$ cat src/rtl/core/bsmh_pkg.sv
// shared types, seeds and rotate/round helpers for the byte stream mixing hash
// no dependencies; used by bsmh_absorb, bsmh_final and the top level
package bsmh_pkg;

  localparam int unsigned WordW  = 32;
  localparam int unsigned PhaseW = 4;

  localparam logic [WordW-1:0] SeedA = 32'h0123_4567;
  localparam logic [WordW-1:0] SeedB = 32'h89AB_CDEF;
  localparam logic [WordW-1:0] SeedC = 32'hFEDC_BA98;
  localparam logic [WordW-1:0] SeedD = 32'h7654_3210;

  // position within a 16 byte block at which the cross mix fires
  localparam logic [PhaseW-1:0] PhaseLast = 4'd15;

  typedef struct packed {
    logic [WordW-1:0] d;
    logic [WordW-1:0] c;
    logic [WordW-1:0] b;
    logic [WordW-1:0] a;
  } words_t;

  localparam words_t SeedWords = '{d: SeedD, c: SeedC, b: SeedB, a: SeedA};

  // rotate left by a constant amount in 1..31
  function automatic logic [WordW-1:0] rotl(input logic [WordW-1:0] x, input int unsigned k);
    rotl = (x << k) | (x >> (WordW - k));
  endfunction

  // one finalization round
  function automatic words_t fin_round(input words_t w);
    words_t r;
    r.a = rotl(w.a, 13) + w.d;
    r.b = rotl(w.b, 17) ^ r.a;
    r.c = rotl(w.c, 7) + r.b;
    r.d = rotl(w.d, 11) ^ r.c;
    fin_round = r;
  endfunction

endpackage

$ cat src/rtl/core/bsmh_absorb.sv
// per-byte absorb step, cross mix and length fold-in of the mixing words
// depends on bsmh_pkg
module bsmh_absorb (
  input  bsmh_pkg::words_t                 mix_i,
  input  logic [bsmh_pkg::WordW-1:0]       count_i,
  input  logic [bsmh_pkg::PhaseW-1:0]      phase_i,
  input  logic [7:0]                       byte_i,
  input  logic                             byte_valid_i,
  output bsmh_pkg::words_t                 mix_o,
  output logic [bsmh_pkg::WordW-1:0]       count_o,
  output logic [bsmh_pkg::PhaseW-1:0]      phase_o,
  output bsmh_pkg::words_t                 prep_o
);

  logic [bsmh_pkg::WordW-1:0] byte_ext;
  bsmh_pkg::words_t           upd;
  bsmh_pkg::words_t           crossed;

  assign byte_ext = {{(bsmh_pkg::WordW-8){1'b0}}, byte_i};

  always_comb begin
    upd.a = bsmh_pkg::rotl(mix_i.a, 5) ^ byte_ext;
    upd.b = bsmh_pkg::rotl(mix_i.b, 7) + byte_ext;
    // times 33 as shift plus add
    upd.c = (mix_i.c << 5) + mix_i.c + ~byte_ext;
    upd.d = bsmh_pkg::rotl(mix_i.d, 29) ^ byte_ext;

    crossed.a = upd.b ^ upd.c;
    crossed.b = upd.c + upd.d;
    crossed.c = upd.d ^ upd.a;
    crossed.d = upd.a + crossed.a;

    if (!byte_valid_i) begin
      mix_o = mix_i;
    end else if (phase_i == bsmh_pkg::PhaseLast) begin
      mix_o = crossed;
    end else begin
      mix_o = upd;
    end
  end

  assign count_o = count_i + {{(bsmh_pkg::WordW-1){1'b0}}, byte_valid_i};
  assign phase_o = phase_i + {{(bsmh_pkg::PhaseW-1){1'b0}}, byte_valid_i};

  // fold the length into the words ahead of the rounds
  always_comb begin
    prep_o.a = mix_o.a ^ count_o;
    prep_o.b = mix_o.b + count_o;
    prep_o.c = mix_o.c ^ (prep_o.a ^ prep_o.b);
    prep_o.d = mix_o.d + (prep_o.b ^ prep_o.c);
  end

endmodule

$ cat src/rtl/core/bsmh_final.sv
// three finalization rounds that turn the folded words into the digest
// depends on bsmh_pkg
module bsmh_final (
  input  bsmh_pkg::words_t prep_i,
  output bsmh_pkg::words_t digest_o
);

  bsmh_pkg::words_t r1;
  bsmh_pkg::words_t r2;

  assign r1       = bsmh_pkg::fin_round(prep_i);
  assign r2       = bsmh_pkg::fin_round(r1);
  assign digest_o = bsmh_pkg::fin_round(r2);

endmodule

$ cat src/rtl/core/byte_stream_mixing_hash_128_unit.sv
// top level of the byte stream mixing hash with 128-bit digest
// depends on bsmh_pkg, bsmh_absorb and bsmh_final
//
// Takes one word per cycle on the slave stream: a message byte in tdata, tuser
// set when that byte is present, tlast closing the message. Each word is
// registered, then absorbed into four 32-bit mixing words, a byte count and a
// position counter; after every 16th byte the words are cross mixed. A word
// with tlast also folds in the length and lands in a finalization register;
// from there three rotate rounds run into the output register once it is free,
// and the state returns to its seeds. Sustained rate is one word per clock
// while no closing word waits on a full finalization register; a digest goes
// through the finalization and then the output register. The per-byte absorb
// feeds the mixing registers back on themselves. Back pressure ripples stage
// by stage, so input stays open while a finished digest waits for the sink.
module byte_stream_mixing_hash_128_unit (
  input  logic         clk_i,
  input  logic         rst_ni,
  input  logic         s_axis_tvalid,
  output logic         s_axis_tready,
  input  logic [7:0]   s_axis_tdata,   // [7:0] byte_value
  input  logic         s_axis_tuser,   // [0] byte_valid
  input  logic         s_axis_tlast,   // is_last
  output logic         m_axis_tvalid,
  input  logic         m_axis_tready,
  // [31:0] digest_word_a, [63:32] digest_word_b, [95:64] digest_word_c,
  // [127:96] digest_word_d, [159:128] message_length
  output logic [159:0] m_axis_tdata
);

  localparam int unsigned W = bsmh_pkg::WordW;

  // input register
  logic       in_valid_q;
  logic [7:0] in_byte_q;
  logic       in_bval_q;
  logic       in_last_q;

  // hash state
  bsmh_pkg::words_t             mix_q;
  logic [W-1:0]                 count_q;
  logic [bsmh_pkg::PhaseW-1:0]  phase_q;

  // finalization register
  logic             fin_valid_q;
  bsmh_pkg::words_t fin_words_q;
  logic [W-1:0]     fin_len_q;

  // output register
  logic             out_valid_q;
  bsmh_pkg::words_t out_digest_q;
  logic [W-1:0]     out_len_q;

  bsmh_pkg::words_t            mix_d;
  logic [W-1:0]                count_d;
  logic [bsmh_pkg::PhaseW-1:0] phase_d;
  bsmh_pkg::words_t            prep;
  bsmh_pkg::words_t            digest;

  logic s_fire;
  logic out_ready;
  logic fin_ready;
  logic step_go;
  logic fin_go;

  // stage handshakes, each stage frees when its word moves on
  assign out_ready     = !out_valid_q || m_axis_tready;
  assign fin_ready     = !fin_valid_q || out_ready;
  // only a closing word needs a free finalization slot
  assign step_go       = in_valid_q && (!in_last_q || fin_ready);
  assign fin_go        = fin_valid_q && out_ready;
  assign s_axis_tready = !in_valid_q || step_go;
  assign s_fire        = s_axis_tvalid && s_axis_tready;

  bsmh_absorb u_absorb (
    .mix_i        (mix_q),
    .count_i      (count_q),
    .phase_i      (phase_q),
    .byte_i       (in_byte_q),
    .byte_valid_i (in_bval_q),
    .mix_o        (mix_d),
    .count_o      (count_d),
    .phase_o      (phase_d),
    .prep_o       (prep)
  );

  bsmh_final u_final (
    .prep_i   (fin_words_q),
    .digest_o (digest)
  );

  // control and hash state
  always_ff @(posedge clk_i or negedge rst_ni) begin
    if (!rst_ni) begin
      in_valid_q  <= 1'b0;
      fin_valid_q <= 1'b0;
      out_valid_q <= 1'b0;
      mix_q       <= bsmh_pkg::SeedWords;
      count_q     <= '0;
      phase_q     <= '0;
    end else begin
      if (s_fire) begin
        in_valid_q <= 1'b1;
      end else if (step_go) begin
        in_valid_q <= 1'b0;
      end

      if (step_go) begin
        if (in_last_q) begin
          // message closed, back to the seeds
          mix_q   <= bsmh_pkg::SeedWords;
          count_q <= '0;
          phase_q <= '0;
        end else begin
          mix_q   <= mix_d;
          count_q <= count_d;
          phase_q <= phase_d;
        end
      end

      if (step_go && in_last_q) begin
        fin_valid_q <= 1'b1;
      end else if (fin_go) begin
        fin_valid_q <= 1'b0;
      end

      if (fin_go) begin
        out_valid_q <= 1'b1;
      end else if (m_axis_tready) begin
        out_valid_q <= 1'b0;
      end
    end
  end

  // payload registers
  always_ff @(posedge clk_i) begin
    if (s_fire) begin
      in_byte_q <= s_axis_tdata;
      in_bval_q <= s_axis_tuser;
      in_last_q <= s_axis_tlast;
    end
    if (step_go && in_last_q) begin
      fin_words_q <= prep;
      fin_len_q   <= count_d;
    end
    if (fin_go) begin
      out_digest_q <= digest;
      out_len_q    <= fin_len_q;
    end
  end

  assign m_axis_tvalid = out_valid_q;
  assign m_axis_tdata  = {out_len_q, out_digest_q.d, out_digest_q.c,
                          out_digest_q.b, out_digest_q.a};

endmodule

$ cat config.mk
export PLATFORM = sky130hd
export DESIGN_NAME = byte_stream_mixing_hash_128_unit
export DESIGN_NICKNAME = d
export VERILOG_FILES = /design/src/rtl/core/bsmh_pkg.sv /design/src/rtl/core/bsmh_absorb.sv /design/src/rtl/core/bsmh_final.sv /design/src/rtl/core/byte_stream_mixing_hash_128_unit.sv
export SDC_FILE = /design/constraint.sdc
export NUM_CORES = 2
export LEC_CHECK = 0
export ABC_CLOCK_PERIOD_IN_PS = 14100
export BUFFER_PORTS_ARGS = -buffer_cell sky130_fd_sc_hd__buf_2
export CORE_MARGIN = 2
export CORE_UTILIZATION = 55
export CTS_CLUSTER_DIAMETER = 80
export DETAILED_ROUTE_END_ITERATION = 8
export GPL_ROUTABILITY_DRIVEN = 0
export PLACE_DENSITY = 0.72
export SLEW_MARGIN = 30
export SYNTH_ARGS = -nofsm -noshare
export SYNTH_HDL_FRONTEND = slang
export SYNTH_SLANG_ARGS = --single-unit
$ cat constraint.sdc
create_clock -name clk_i -period 14.1 [get_ports clk_i]
set_input_delay 2.82 -clock clk_i [delete_from_list [all_inputs] [get_ports clk_i]]
set_output_delay 2.82 -clock clk_i [all_outputs]
set_load 0.01 [all_outputs]
==> metrics.cfg <==
[cts]
clock-sinks = 497
htreeDepth = 2
tritoncts = yes
cts_buffer_depth = 3
clkTransAtPathRegs_ns = 0.06
cts_buffers = 53
clk_latency_ns = 0.63
cts-root-buf = clkbuf_16
ctsHoldBuffers = 0

[floorplanning]
die_area_um2 = 74200
die_x_um = 272
chipHeight_um = 272
start_util = 0.555
ios = 176
core-area_um2 = 71400
rows = 98

[timing]
setup_viol = 0
fmaxAchievable_ghz = 0.0741
setup_slack_ns = 0.599
relSlewSlack = 0.252
layout_min_cycle_time_ns = 13.50
hold_violations = 0
rsz0062_at_grt = no
setup_tns_ns = 0
min_period_over_period = 0.958
clock_skew_ns = 0.0356
tightest_slew_ns = 1.11
slew_viol_final = 0

[route]
via_per_inst = 6.27
drt_iter0_markers = 3945
firstDrtPassIters = 6
drc = 0
via_count = 33300
wl_mm = 130
routedWlPerCell_um = 24.4
ant_nets = 0

[global_route]
grtUsageTotal = 0.341
antenna_found_initial = 1
grt_pass1_vias = 30800
grt_pass1_wl_mm = 190
grt_max_degree = 131
grt-ovfl-total = 0

[worst_setup_path]
start_kind = flip-flop
r2r-end = m_axis_tdata[127]$_DFFE_PP_
path_max_fanout = 6
cp_slowest_cell = o31ai_1
endpoint_kind = flip-flop
r2r_start = fin_words_q[96]$_DFFE_PP_
arrival_ns = 13.85
cp_data_required_time_ns = 14.45
reg2reg_setup_slack_ns = 0.60
path_common_cell = a21oi_1
critPathKind = reg -> reg
rr_worst_depth = 53
cpPeakStageDelay_ns = 0.67

[synth]
seq_area_frac_synth = 0.358
ys_warn_count = 0
synth_area_um2 = 39600
yosysUniqueCellTypes = 81
syn_nets = 4581
synth_edf_count = 330
postSynthCellCount = 4170
yosys.area.top_type = edfxtp_1
synth_area_leaders = edfxtp_1 25%, ha_1 12%, xor2_1 8.2%
post-synth-top-area-fraction = 0.250
synthArstFlopShare = 0.336
ys_ff_latch = 497
syn_avg_cell_area_um2 = 9.50
ys.flop_type = edfxtp_1

[run_status]
status = complete, no violations

[place]
dp_worst_setup_slack_ns = 0.145
placed_cells = 5215
detailed_place_hpwl_mm = 103
io_buffer_count = 175

[final_layout]
final_layout_size_suffix_gt1_frac = 0.0978
final_util = 0.609
syn_to_final_growth_pct = 9.76
fillCellCount = 6080
final_nets = 4733
final_cells = 5316

[hold_path]
holdPathStages = 0
hold_path.class = reg -> reg
hold_end = out_len_q[28]$_DFFE_PP_
hold_start = fin_len_q[28]$_DFFE_PP_

[flow_run]
cap_violations = 0

-- area by class of cell --
type / count / area [um2] / area share
inverter: 225 / 845 / 0.0194
multi-input combinational: 3339 / 24300 / 0.560
antenna: 1 / 2.50 / 0.0000576
tap: 950 / 1190 / 0.0273
timing repair buffer: 206 / 1150 / 0.0264
sequential: 497 / 14200 / 0.326
clock buffer: 59 / 1370 / 0.0315
clock inverter: 39 / 423 / 0.00973
-- critical path, delay by kind of cell (launching register included) --
family          cells  cell delay (ns)
compound gates     24             5.49
xor+xnor           13             3.74
fa+ha+maj           7             2.51
simple gates        8             0.83
flops               1             0.42
buf+inv             1             0.21
-- layer usage --
metal  vias up  wire length, um  share of wire  global-route usage
met1     15800            49800           0.38               0.427
li1      15300                -              -                   -
met4         2            10300          0.079               0.223
met2      1799            57800           0.45               0.545
met3       431            11800          0.091              0.0599
met5         -               13        0.00010                   0
-- repair_timing --
| action | 4_1_cts | 5_1_grt |
|---|---|---|
| hold endpoints to repair | 0 | 0 |
| setup buffers | 0 | 1 |
| setup endpoints to repair | 0 | 11 |
| resized for setup | 0 | 16 |
-- Yosys cell counts (11+ instances only) --
master	instances
dfstp_2	64
o211ai_1	17
o22a_1	26
clkbuf_1	90
o21bai_1	57
a21o_1	161
o21ai_1	22
nand3_1	73
a22o_1	30
nor2b_1	39
o31a_1	15
mux2i_1	14
nor3_1	50
a21boi_0	12
nor2_1	330
buf_1	19
inv_1	225
o21ai_0	217
a31oi_1	46
dfrtp_1	103
and2_1	11
o22ai_1	14
nand2_1	259
and3_1	49
fa_1	15
xnor2_1	360
ha_1	382
nand4_1	26
or3_1	11
a211oi_1	44
o31ai_1	24
xor2_1	370
a22oi_1	21
edfxtp_1	330
nand2b_1	50
a21oi_1	400
and4_1	15
o21a_1	45
-- how the worst max path moves through the flow --
stage                                   start                           to  slack (ns)  cells after the start
floorplan           fin_words_q[96]$_DFFE_PP_  m_axis_tdata[127]$_DFFE_PP_        2.43                     57
global placement    fin_words_q[96]$_DFFE_PP_  m_axis_tdata[127]$_DFFE_PP_        0.36                     56
detailed placement  fin_words_q[96]$_DFFE_PP_  m_axis_tdata[127]$_DFFE_PP_        0.14                     56
CTS                 fin_words_q[96]$_DFFE_PP_  m_axis_tdata[127]$_DFFE_PP_        0.12                     56
global route        fin_words_q[96]$_DFFE_PP_  m_axis_tdata[127]$_DFFE_PP_        0.07                     60
finish              fin_words_q[96]$_DFFE_PP_  m_axis_tdata[127]$_DFFE_PP_        0.60                     53
-- cell usage in the layout, fill, tap and decap left out, types with 21 or more instances in the layout --
cell | Yosys | final
xnor2_1 | 360 | 356
o21ai_0 | 217 | 212
o21bai_1 | 57 | 57
buf_4 | 0 | 29
a21oi_1 | 400 | 400
and3_1 | 49 | 48
xor2_1 | 370 | 362
nand2b_1 | 50 | 49
o21ai_1 | 22 | 26
nand4_1 | 26 | 26
a22oi_1 | 21 | 21
buf_2 | 0 | 174
dfstp_2 | 64 | 64
a22o_1 | 30 | 30
clkbuf_16 | 0 | 54
nor2_1 | 330 | 327
nor2b_1 | 39 | 38
o21a_1 | 45 | 45
inv_1 | 225 | 224
nor3_1 | 50 | 50
ha_1 | 382 | 382
a211oi_1 | 44 | 44
o31ai_1 | 24 | 24
a31oi_1 | 46 | 46
nand2_1 | 259 | 258
o22a_1 | 26 | 26
nand3_1 | 73 | 73
edfxtp_1 | 330 | 330
dfrtp_1 | 103 | 103
a21o_1 | 161 | 161
-- cells by family (layout without fill, tap and decap cells) --
kind of cell    after synthesis  count (layout)  share of synthesized area
simple gates                942             942                      0.109
other cells                   0               1                          0
compound gates             1233            1233                      0.198
xor+xnor                    744             744                      0.169
buf+inv                     334             529                     0.0317
flops                       497             497                      0.358
mux                          23              23                    0.00610
fa+ha+maj                   397             397                      0.128
-- per-stage QoR --
step | area (um2) | hold slack, ns
6_report | 43500 | 0.418
3_3_place_gp | 41500 | 0.400
2_1_floorplan | 39600 | 0.400
3_5_place_dp | 41500 | 0.405
4_1_cts | 43300 | 0.420
5_1_grt | 43500 | 0.427
-- registers in the layout, indices dropped and copies added (netlist names) --
| signal | flops |
|---|---|
| in_byte_q | 8 |
| m_axis_tdata | 128 |
| in_valid_q | 1 |
| count_q | 32 |
| fin_words_q | 128 |
| phase_q | 4 |
| m_axis_tvalid | 1 |
| mix_q | 128 |
| fin_len_q | 32 |
| in_bval_q | 1 |
| in_last_q | 1 |
| fin_valid_q | 1 |
| out_len_q | 32 |
Power is left out: the tool's default activity adds up to more than one toggle a clock period on the data nets, which glitch-free logic cannot reach.
